$ cat src/design/sli_pkg.sv
// types, constants and microcode table of the sorted list insert block
package sli_pkg;

  localparam int POOL_SIZE = 64;
  localparam int KEY_BITS  = 32;
  localparam int IDX_W     = $clog2(POOL_SIZE);
  localparam int PTR_W     = IDX_W + 1;
  localparam int RANK_W    = 7;
  localparam int STAT_W    = 2;
  localparam int STEP_W    = 3;
  localparam int COND_W    = 3;

  localparam logic [PTR_W-1:0] NONE_IDX = PTR_W'(POOL_SIZE);

  // result status codes
  localparam logic [STAT_W-1:0] ST_OK   = 2'd0;
  localparam logic [STAT_W-1:0] ST_FULL = 2'd1;
  localparam logic [STAT_W-1:0] ST_DUP  = 2'd2;

  // program steps
  localparam logic [STEP_W-1:0] S_IDLE   = 3'd0;
  localparam logic [STEP_W-1:0] S_CHECK  = 3'd1;
  localparam logic [STEP_W-1:0] S_WALK   = 3'd2;
  localparam logic [STEP_W-1:0] S_DECIDE = 3'd3;
  localparam logic [STEP_W-1:0] S_ALLOC  = 3'd4;
  localparam logic [STEP_W-1:0] S_LINK   = 3'd5;
  localparam logic [STEP_W-1:0] S_EMIT   = 3'd7;

  // jump conditions
  localparam logic [COND_W-1:0] C_NEVER  = 3'd0;
  localparam logic [COND_W-1:0] C_ALWAYS = 3'd1;
  localparam logic [COND_W-1:0] C_NOREQ  = 3'd2;
  localparam logic [COND_W-1:0] C_FULL   = 3'd3;
  localparam logic [COND_W-1:0] C_WALK   = 3'd4;
  localparam logic [COND_W-1:0] C_DUP    = 3'd5;
  localparam logic [COND_W-1:0] C_OBUSY  = 3'd6;

  typedef logic [PTR_W-1:0] ptr_t;

  typedef struct packed {
    logic                in_rdy;    // request channel open
    logic                adv;       // step along the list when jump taken
    logic                rsel_free; // read port addresses the free head
    logic                alloc;     // take free node, write key and link
    logic                link;      // hook fresh node after prev or at head
    logic                st_jmp;    // load status when jump taken
    logic [STAT_W-1:0]   st;
    logic                emit;      // hand result to output register
    logic [COND_W-1:0]   cond;
    logic [STEP_W-1:0]   jmp;
  } uword_t;

  // control store: taken jump goes to jmp, otherwise to the next step
  function automatic uword_t ucode(input logic [STEP_W-1:0] step);
    uword_t w;
    w = '0;
    case (step)
      S_IDLE: begin
        w.in_rdy = 1'b1;
        w.cond   = C_NOREQ;
        w.jmp    = S_IDLE;
      end
      S_CHECK: begin
        w.st_jmp = 1'b1;
        w.st     = ST_FULL;
        w.cond   = C_FULL;
        w.jmp    = S_EMIT;
      end
      S_WALK: begin
        w.adv  = 1'b1;
        w.cond = C_WALK;
        w.jmp  = S_WALK;
      end
      S_DECIDE: begin
        w.rsel_free = 1'b1;
        w.st_jmp    = 1'b1;
        w.st        = ST_DUP;
        w.cond      = C_DUP;
        w.jmp       = S_EMIT;
      end
      S_ALLOC: begin
        w.alloc = 1'b1;
        w.cond  = C_NEVER;
        w.jmp   = S_IDLE;
      end
      S_LINK: begin
        w.link = 1'b1;
        w.cond = C_ALWAYS;
        w.jmp  = S_EMIT;
      end
      S_EMIT: begin
        w.emit = 1'b1;
        w.cond = C_OBUSY;
        w.jmp  = S_EMIT;
      end
      default: begin
        w.cond = C_ALWAYS;
        w.jmp  = S_IDLE;
      end
    endcase
    return w;
  endfunction

endpackage

$ cat src/design/sli_if.sv
// handshake channels of the sorted list insert block
interface sli_req_if;
  logic                         valid;
  logic                         ready;
  logic [sli_pkg::KEY_BITS-1:0] new_key;

  modport source (output valid, output new_key, input ready);
  modport sink (input valid, input new_key, output ready);
endinterface

interface sli_rsp_if;
  logic                       valid;
  logic                       ready;
  logic [sli_pkg::STAT_W-1:0] status;
  logic [sli_pkg::RANK_W-1:0] rank;

  modport source (output valid, output status, output rank, input ready);
  modport sink (input valid, input status, input rank, output ready);
endinterface

$ cat src/design/sorted_list_insert.sv
// sorted list insert: ordered key set in a node pool, driven by a microcoded sequencer
// steps: check for a full pool, walk past the smaller keys (at most 63), reject a
//   duplicate or else allocate and link a node, then emit the result
// one key at a time: no new request is taken until the result is loaded for output; the walk
//   visits one node per cycle through the registered read port of the node memories
// reset: list empty, free list chained in index order, link valid bits cleared at once
module sorted_list_insert (
  input logic       clk,
  input logic       rst,
  sli_req_if.sink   req,
  sli_rsp_if.source rsp
);

  // sequencer
  logic [sli_pkg::STEP_W-1:0] pc;
  logic [sli_pkg::STEP_W-1:0] pc_next;
  sli_pkg::uword_t            uw;
  logic                       taken;

  // datapath registers
  logic [sli_pkg::KEY_BITS-1:0] key;
  sli_pkg::ptr_t                cur;
  sli_pkg::ptr_t                cur_next;
  sli_pkg::ptr_t                prev;
  sli_pkg::ptr_t                fresh;
  sli_pkg::ptr_t                list_head;
  sli_pkg::ptr_t                free_head;
  logic [sli_pkg::RANK_W-1:0]   smaller;
  logic [sli_pkg::STAT_W-1:0]   status;

  // node pool: key store has no reset, link store falls back to the chained free list
  logic [sli_pkg::KEY_BITS-1:0] key_mem  [sli_pkg::POOL_SIZE];
  sli_pkg::ptr_t                link_mem [sli_pkg::POOL_SIZE];
  logic [sli_pkg::POOL_SIZE-1:0] link_vld;

  logic [sli_pkg::IDX_W-1:0]    rd_idx;
  logic [sli_pkg::IDX_W-1:0]    rd_idx_q;
  logic [sli_pkg::KEY_BITS-1:0] key_q;
  sli_pkg::ptr_t                link_q;
  logic                         link_hit;
  sli_pkg::ptr_t                link_rd;

  logic                         lwr_en;
  logic [sli_pkg::IDX_W-1:0]    lwr_idx;
  sli_pkg::ptr_t                lwr_data;

  logic accept;
  logic cur_ok;
  logic prev_ok;
  logic load_out;
  logic rsp_vld;
  logic [sli_pkg::STAT_W-1:0] rsp_status;
  logic [sli_pkg::RANK_W-1:0] rsp_rank;

  assign uw       = sli_pkg::ucode(pc);
  assign accept   = req.valid && req.ready;
  assign cur_ok   = (cur < sli_pkg::NONE_IDX);
  assign prev_ok  = (prev < sli_pkg::NONE_IDX);

  // a link entry never written still holds its reset chain value
  assign link_rd = link_hit ? link_q : (sli_pkg::PTR_W'(rd_idx_q) + sli_pkg::PTR_W'(1));

  // jump condition selected by the control word
  always_comb begin
    case (uw.cond)
      sli_pkg::C_NEVER:  taken = 1'b0;
      sli_pkg::C_ALWAYS: taken = 1'b1;
      sli_pkg::C_NOREQ:  taken = !req.valid;
      sli_pkg::C_FULL:   taken = (free_head >= sli_pkg::NONE_IDX);
      sli_pkg::C_WALK:   taken = cur_ok && (smaller < sli_pkg::RANK_W'(sli_pkg::POOL_SIZE))
                                 && (key_q < key);
      sli_pkg::C_DUP:    taken = cur_ok && (key_q == key);
      sli_pkg::C_OBUSY:  taken = rsp_vld && !rsp.ready;
      default:           taken = 1'b0;
    endcase
  end

  assign pc_next  = taken ? uw.jmp : pc + sli_pkg::STEP_W'(1);
  assign load_out = uw.emit && !taken;

  // the read address follows the next walk position so a node is compared every cycle
  always_comb begin
    if (accept) begin
      cur_next = list_head;
    end else if (uw.adv && taken) begin
      cur_next = link_rd;
    end else begin
      cur_next = cur;
    end
  end

  assign rd_idx = uw.rsel_free ? free_head[sli_pkg::IDX_W-1:0] : cur_next[sli_pkg::IDX_W-1:0];

  // alloc writes the fresh node's link (the node the walk stopped on), link step patches prev
  assign lwr_en   = uw.alloc || (uw.link && prev_ok);
  assign lwr_idx  = uw.alloc ? free_head[sli_pkg::IDX_W-1:0] : prev[sli_pkg::IDX_W-1:0];
  assign lwr_data = uw.alloc ? cur : fresh;

  always_ff @(posedge clk) begin
    if (uw.alloc) begin
      key_mem[free_head[sli_pkg::IDX_W-1:0]] <= key;
    end
    if (lwr_en) begin
      link_mem[lwr_idx] <= lwr_data;
    end
    key_q    <= key_mem[rd_idx];
    link_q   <= link_mem[rd_idx];
    link_hit <= link_vld[rd_idx];
    rd_idx_q <= rd_idx;
  end

  // control state
  always_ff @(posedge clk) begin
    if (rst) begin
      pc        <= sli_pkg::S_IDLE;
      cur       <= sli_pkg::NONE_IDX;
      list_head <= sli_pkg::NONE_IDX;
      free_head <= '0;
      link_vld  <= '0;
      rsp_vld   <= 1'b0;
    end else begin
      pc  <= pc_next;
      cur <= cur_next;
      if (uw.alloc) begin
        free_head <= link_rd;
      end
      if (uw.link && !prev_ok) begin
        list_head <= fresh;
      end
      if (lwr_en) begin
        link_vld[lwr_idx] <= 1'b1;
      end
      if (load_out) begin
        rsp_vld <= 1'b1;
      end else if (rsp.ready) begin
        rsp_vld <= 1'b0;
      end
    end
  end

  // walk and result payload
  always_ff @(posedge clk) begin
    if (accept) begin
      key     <= req.new_key;
      prev    <= sli_pkg::NONE_IDX;
      smaller <= '0;
      status  <= sli_pkg::ST_OK;
    end else begin
      if (uw.adv && taken) begin
        prev    <= cur;
        smaller <= smaller + sli_pkg::RANK_W'(1);
      end
      if (uw.st_jmp && taken) begin
        status <= uw.st;
      end
    end
    if (uw.alloc) begin
      fresh <= free_head;
    end
    if (load_out) begin
      rsp_status <= status;
      rsp_rank   <= smaller;
    end
  end

  assign req.ready  = uw.in_rdy;
  assign rsp.valid  = rsp_vld;
  assign rsp.status = rsp_status;
  assign rsp.rank   = rsp_rank;

endmodule

$ cat src/flat_wrapper.sv
// flat-port wrapper written by rule: the top's interface ports become plain ports
module sorted_list_insert_flat 
  (clk, rst, req_valid, req_new_key, req_ready, rsp_valid, rsp_status, rsp_rank, rsp_ready);
  sli_req_if req_i ();
  sli_rsp_if rsp_i ();
  input logic clk;
  input logic rst;
  input wire logic [$bits(req_i.valid)-1:0] req_valid;
  input wire logic [$bits(req_i.new_key)-1:0] req_new_key;
  output wire logic [$bits(req_i.ready)-1:0] req_ready;
  output wire logic [$bits(rsp_i.valid)-1:0] rsp_valid;
  output wire logic [$bits(rsp_i.status)-1:0] rsp_status;
  output wire logic [$bits(rsp_i.rank)-1:0] rsp_rank;
  input wire logic [$bits(rsp_i.ready)-1:0] rsp_ready;
  assign req_i.valid = req_valid;
  assign req_i.new_key = req_new_key;
  assign req_ready = req_i.ready;
  assign rsp_valid = rsp_i.valid;
  assign rsp_status = rsp_i.status;
  assign rsp_rank = rsp_i.rank;
  assign rsp_i.ready = rsp_ready;
  sorted_list_insert u_core (.clk(clk), .rst(rst), .req(req_i), .rsp(rsp_i));
endmodule
$ cat config.mk
export PLATFORM = sky130hd
export DESIGN_NAME = sorted_list_insert_flat
export DESIGN_NICKNAME = d
export VERILOG_FILES = /design/src/design/sli_pkg.sv /design/src/design/sli_if.sv /design/src/design/sorted_list_insert.sv /design/src/flat_wrapper.sv
export SDC_FILE = /design/constraint.sdc
export NUM_CORES = 2
export LEC_CHECK = 0
export BUFFER_PORTS_ARGS = -buffer_cell sky130_fd_sc_hd__buf_2
export CAP_MARGIN = 20
export CORE_MARGIN = 3
export CORE_UTILIZATION = 66
export CTS_BUF_LIST = sky130_fd_sc_hd__clkbuf_4 sky130_fd_sc_hd__clkbuf_8
export CTS_CLUSTER_DIAMETER = 200
export DETAILED_ROUTE_END_ITERATION = 10
export GPL_TIMING_DRIVEN = 1
export PLACE_DENSITY = 0.82
export SYNTH_ARGS = -nofsm -noshare
export SYNTH_HDL_FRONTEND = slang
export SYNTH_SLANG_ARGS = --single-unit
$ cat constraint.sdc
create_clock -name clk -period 5.6 [get_ports clk]
set_input_delay 0.56 -clock clk [delete_from_list [all_inputs] [get_ports clk]]
set_output_delay 0.56 -clock clk [all_outputs]
set_load 0.05 [all_outputs]
### Word-level counts from Yosys, hierarchy flattened

Memories as Yosys holds them, arrays and structs flattened. A register that Yosys moved wholly into a read port is not among the register bits.
Index checks and enable logic that the tools add are counted.

* flip-flop bits (word level): 160
* RAM bits: 2496
* bits of input ports: 36
* output and inout port bits: 11
* logic and storage cells: 88
* memories: 2

* add/subtract/negate cells: 3
* order comparisons: 8
* eq/ne operators: 13
* muxes and demuxes: 26
* bitwise gates (word level): 1
* reduce and logical (&&, ||, !) cells: 19

Memory list
* u_core.key_mem: depth 64, bits a word 32, rd ports 1, clocked after Yosys merged registers in 1, wr ports 1, line sorted_list_insert.sv:32 `logic [sli_pkg::KEY_BITS-1:0] key_mem [sli_pkg::POOL_SIZE];`
* u_core.link_mem: depth 64, bits a word 7, rd ports 1, clocked after Yosys merged registers in 1, wr ports 1, line sorted_list_insert.sv:33 `sli_pkg::ptr_t link_mem [sli_pkg::POOL_SIZE];`

Operators by type and width (number)
* bitwise OR 64 bit: 1
* one-hot mux 6 bit (7 select lines): 1
* == test 32 bit: 1
* < comparator 32 bit: 1
* two-way mux 7 bit: 4
* < comparator 7 bit (second input constant): 3
* == test 3 bit (second input constant): 6
* < comparator 6 x 7 -> 1 bit (second input constant): 2
* two-way mux 1 bit: 14
* == test 3 x 2 -> 1 bit (second input constant): 4
* two-way mux 6 bit: 2
* logical AND 1 bit: 11
* adder 6 x 1 -> 7 bit (second input constant): 1
* adder 7 x 1 -> 7 bit (second input constant): 1
* greater-or-equal comparator 7 bit (second input constant): 1
* binary-select mux 1 bit (select 6 bit): 1
* demux 1 bit (select 6 bit): 1
* == test 3 x 1 -> 1 bit (second input constant): 2
* greater-or-equal comparator 6 x 1 -> 1 bit (second input constant): 1
* one-hot mux 1 bit (6 select lines): 1
* one-hot mux 3 bit (2 select lines): 1
* logical NOT 1 bit: 4
* nonzero test 2 bit: 2
* adder 3 x 1 -> 3 bit (second input constant): 1
* other kinds (3): 3

### Depth between registers and ports, before layout

* depth in word-level cells: 10
* gate-level depth with buffers: 22
* mapped depth without buffers: 16

### Worst setup path after synthesis

OpenSTA, ideal clock, no wires.

* path type: register to register
* from: register u_core.pc[0] (netlist name)
* to: memory u_core.link_mem[0][6] (netlist name) (data pin)
* setup time: 0.703 ns
* arrival time: 4.299 ns
* data required time: 4.897 ns
* path slack: 0.597 ns
* stages on the path, launching flop included: 9
* buffers on the path: 3
* cells stage by stage: dfxtp_1 inv_1 ha_1 buf_2 nand2_1 clkinv_1 clkbuf_1 buf_1 o21ai_0

* longest elaborated chain between the ends: 3

Ends and longest elaborated chain
* start: declaration: line sorted_list_insert.sv:15 `logic [sli_pkg::STEP_W-1:0] pc;`
* start signal: assignment: line sorted_list_insert.sv:115 `pc <= sli_pkg::S_IDLE;`
* start signal: assignment: line sorted_list_insert.sv:122 `pc <= pc_next;`
* == test 3 bit: line sli_pkg.sv:57 `case (step)`
* two-way mux 1 bit: line sli_pkg.sv:57
* two-way mux 7 bit: line sorted_list_insert.sv:97 `assign lwr_data = uw.alloc ? cur : fresh;`
* named net u_core.lwr_data[6]: line sorted_list_insert.sv:45 `sli_pkg::ptr_t lwr_data;`
* end: declaration: line sorted_list_insert.sv:33

The timed path passes the listed nets, and every way through them passes these cells.

### Worst setup path in the final report

* from: register u_core.pc[0] (netlist name)
* to: register u_core.key_q[3] (netlist name), read port of u_core.key_mem

* longest elaborated chain between the ends: 8

Ends and longest elaborated chain
* == test 3 bit (tied with other cells): line sli_pkg.sv:57
* one-hot mux 6 bit (7 select lines): line sli_pkg.sv:57
* == test 3 bit (tied with other cells): line sorted_list_insert.sv:65 `case (uw.cond)`
* one-hot mux 1 bit (6 select lines): line sorted_list_insert.sv:65
* logical AND 1 bit: line sorted_list_insert.sv:85 `end else if (uw.adv && taken) begin`
* two-way mux 7 bit: line sorted_list_insert.sv:85
* two-way mux 7 bit: line sorted_list_insert.sv:83 `if (accept) begin`
* two-way mux 6 bit (*): line sorted_list_insert.sv:92 `assign rd_idx = uw.rsel_free ? free_head[sli_pkg::IDX_W-1:0] : cur_next[sli_pkg::IDX_W-1:0];`
* end: declaration: line sorted_list_insert.sv:38 `logic [sli_pkg::KEY_BITS-1:0] key_q;`

Mark *: on every way between the ends. The rest lies on a longest branch, timed or not. The select of a mux whose other input is x is not followed.
A chain may end at the register's enable or synchronous reset.

==> impl_metrics.toml <==
[run_status]
status = "complete, no violations"

[placement]
gp_congestion = 0.938
dp_hpwl_mm = 171
io_buffers = 46
placed_area_sq_um = 109000

[cells_and_area]
multi_input_area_sq_um = 23700
design_area_sq_um = 117000
area_growth_pct = 12.4
nFillCells = 8070
fin_nets = 6371
ff_latch_area_sq_um = 79400
drive_above_1_share_pct = 23.7

[grt]
busiest_layer = "met2"
grt_overflow_total = 0
grt_max_degree = 86
grt_antenna_before_repair = 22
grt_pass1_wl_mm = 416
gr-usage-met3_pct = 10.6
grt_util_met2_pct = 53.1
use_met1_pct = 48.3
grt_usage_pct = 35.6
grt_pass1_vias = 61349

[pwr]
p_int_mw = 37.8
power.total_mw = 56.4
vdd_drop_max_uv = 337
swShare_pct = 33.0
p_clk_share_pct = 28.9
p_leak_nw = 38.8
p_seq_share_pct = 42.3
p_per_area_nw_per_um2 = 480
p_switching_mw = 18.6
pwr-share-comb_pct = 28.8

[yosys]
syn-instance-count = 5839
async_flop_share_pct = 0
ys_seq_area_share_pct = 76.0
synth.distinct_cells = 85
netlist_area_sq_um = 105000
synth_edf_count = 2544
synthFlopType = "edfxtp_1"
synth_nets = 5916
syn_area_per_cell_sq_um = 17.9
yosysWarnings = 0
synth_seq_cells = 2695

[clock_tree]
cts_tree = "built"
h-tree-depth = 5
clock_latency_ns = 1.09
cts_root_buffer = "clkbuf_8"
cts.sinks = 2695
numCtsBuffers = 414
cts_buffer_depth = 4
clkTransAtPathRegs_ns = 0.06

[route]
drt_drc_violations_left = 0
drt_iter0_drc = 11415
vias = 61925
viasPerCell = 7.13
wl_per_cell_um = 33.2
drtAntennaViolNets = 0
drt-pass1-iter-count = 11
drt-total-wl_mm = 288

[setup_path]
setup.worst_path.class = "flop to flop"
critPathLaunchType = "flop"
crit_fanout = 56
cp.required_ns = 6.62
cp.arrival_ns = 6.41
worstSetupEndpointType = "flop"

[run]
maxCapViolations = 0

[timing]
rsz0062_at_grt = "no"
fmax_mhz = 185
clock_skew_ns = 0.102
drv_slew = 0
period_needed_ns = 5.39
min_period_over_period_pct = 96.3
maxSlewHeadroom_pct = 23.5
fin_setup_tns_ns = 0
final-setup-viol-count = 0
final-hold-violation-count = 0
worst_slew_pin_slew_ns = 1.15

[die]
ios = 47
num_rows = 145
coreArea_sq_um = 157000
die_h_um = 404
die_x_um = 404
die_area_sq_um = 163000
start_util_pct = 66.7

[min_path]
hold_path.class = "input pin to flop"
power groups by stage:
stage,combinational [mW],clock (mW),sequential [mW]
floorplan,9.03,0,24.4
global placement,15.0,0,24.2
detailed placement,15.5,0,24.2
CTS,15.6,16.3,23.8
global route,16.7,17.2,23.8
finish,16.2,16.3,23.9
through the flow:
stage	setup slack (ns)	std cells	hold WS, ns	utilization (%)
floorplan	0.597	5839	0.402	-
global placement	0.267	7896	0.444	69.4
detailed placement	0.135	7898	0.458	69.4
CTS	0.0931	8670	0.0633	74.9
global route	0.0358	8675	0.126	74.9
finish	0.206	8684	0.133	74.9
synthesized netlist by cell type, types with 10 or more instances:
cell | instances | area share (%)
a211oi_1 | 69 | 0.50
a21oi_1 | 89 | 0.43
a221oi_1 | 17 | 0.14
a22oi_1 | 60 | 0.43
a311oi_1 | 27 | 0.23
a31oi_1 | 75 | 0.45
a32oi_1 | 78 | 0.65
and3_1 | 96 | 0.57
buf_1 | 22 | 0.079
buf_2 | 81 | 0.39
buf_4 | 71 | 0.51
buf_6 | 34 | 0.37
clkbuf_1 | 116 | 0.42
dfxtp_1 | 151 | 2.9
edfxtp_1 | 2544 | 73
ha_1 | 41 | 0.49
inv_1 | 46 | 0.17
mux2_2 | 13 | 0.14
mux2i_1 | 148 | 1.4
mux4_2 | 440 | 9.5
nand2_1 | 803 | 2.9
nand2b_1 | 10 | 0.060
nand3_1 | 192 | 0.92
nand4_1 | 26 | 0.16
nor2_1 | 291 | 1.0
nor3_1 | 15 | 0.072
o211ai_1 | 12 | 0.086
o21ai_0 | 73 | 0.35
o21ai_1 | 12 | 0.057
o21ba_2 | 14 | 0.13
o22ai_1 | 13 | 0.078
state kept, by name (all words and copies together), names as in the netlist, 32 cells and up:
name             count
u_core.key_q        32
u_core.link_mem    448
u_core.link_vld     64
u_core.key          32
u_core.key_mem    2048
layout make-up:
type | count | area share (%)
Multi-Input combinational cell | 2764 | 20.1
Antenna cell | 10 | 0.0213
Clock inverter | 138 | 0.747
Inverter | 52 | 0.201
Timing Repair Buffer | 367 | 2.84
Tap cell | 2058 | 2.19
Sequential cell | 2695 | 67.6
Clock buffer | 600 | 6.26
cell usage in the layout (no fill, tap or decap), types with 74 or more instances in the layout:
master,instances
buf_4,239
dfxtp_1,151
nand3_1,192
mux4_2,440
nor2_1,215
and3_1,96
clkbuf_4,145
edfxtp_1,2544
a32oi_1,78
clkbuf_8,455
a31oi_1,74
a21oi_1,89
clkinv_1,83
nand2_1,797
mux2i_1,148
repair_timing:
action                                 in CTS  in global routing
endpoints found under the hold margin      34                  0
resized for setup                           0                  2
setup buffers                               0                  0
hold buffers                               34                  0
setup endpoints to repair                   0                  2
per-layer routing:
metal  routed length (um)  vias to the layer above  share of wire [%]
met5                   78                        -              0.027
met4                18000                       14                6.2
met3                45200                     1151                 16
met2               131000                     5975                 46
met1                93600                    30578                 32
li1                     -                    24207                  -
critical path: stages (launching register included):
cell and delay (ns):
dfxtp_1 0.37, ha_1 0.30, ha_1 0.33, nor4_1 0.42, nor2_1 0.12, or2_0 0.37, a2111o_1 0.53, nand3_1 0.24
nand2_8 0.24, inv_8 0.30, buf_12 0.34, nor2_2 0.09, buf_4 0.21, a32oi_1 0.21, nand2_1 0.16, a221oi_1 0.65
buf_4 0.23, o311a_1 0.16
worst paths after layout:
check / start / end / slack (ns) / cells past startpoint
worst max-delay path: u_core.pc[0]$_SDFF_PP0_ / u_core.key_q[3]$_DFF_P_ / 0.21 / 17
worst min-delay path: rst / u_core.link_vld[12]$_SDFFE_PP0N_ / 0.13 / 2
worst max register to register: u_core.pc[0]$_SDFF_PP0_ / u_core.key_q[3]$_DFF_P_ / 0.21 / 17
worst min register to register: u_core.link_vld[27]$_SDFFE_PP0N_ / u_core.link_vld[27]$_SDFFE_PP0N_ / 0.47 / 2
cell families (layout without fill, tap and decap cells):
family | count (synthesis) | after routing | synth area share, %
AND/OR/NAND/NOR | 1483 | 1483 | 6.07
flip-flops | 2695 | 2695 | 76.0
XOR/XNOR | 8 | 8 | 0.0670
adder cells (fa/ha/maj) | 41 | 41 | 0.491
other | 0 | 10 | 0
AO/OA/AOI/OAI | 629 | 629 | 4.32
buffers and inverters | 380 | 1157 | 2.01
multiplexers | 603 | 603 | 11.1
(Power assumes the default switching activity.)
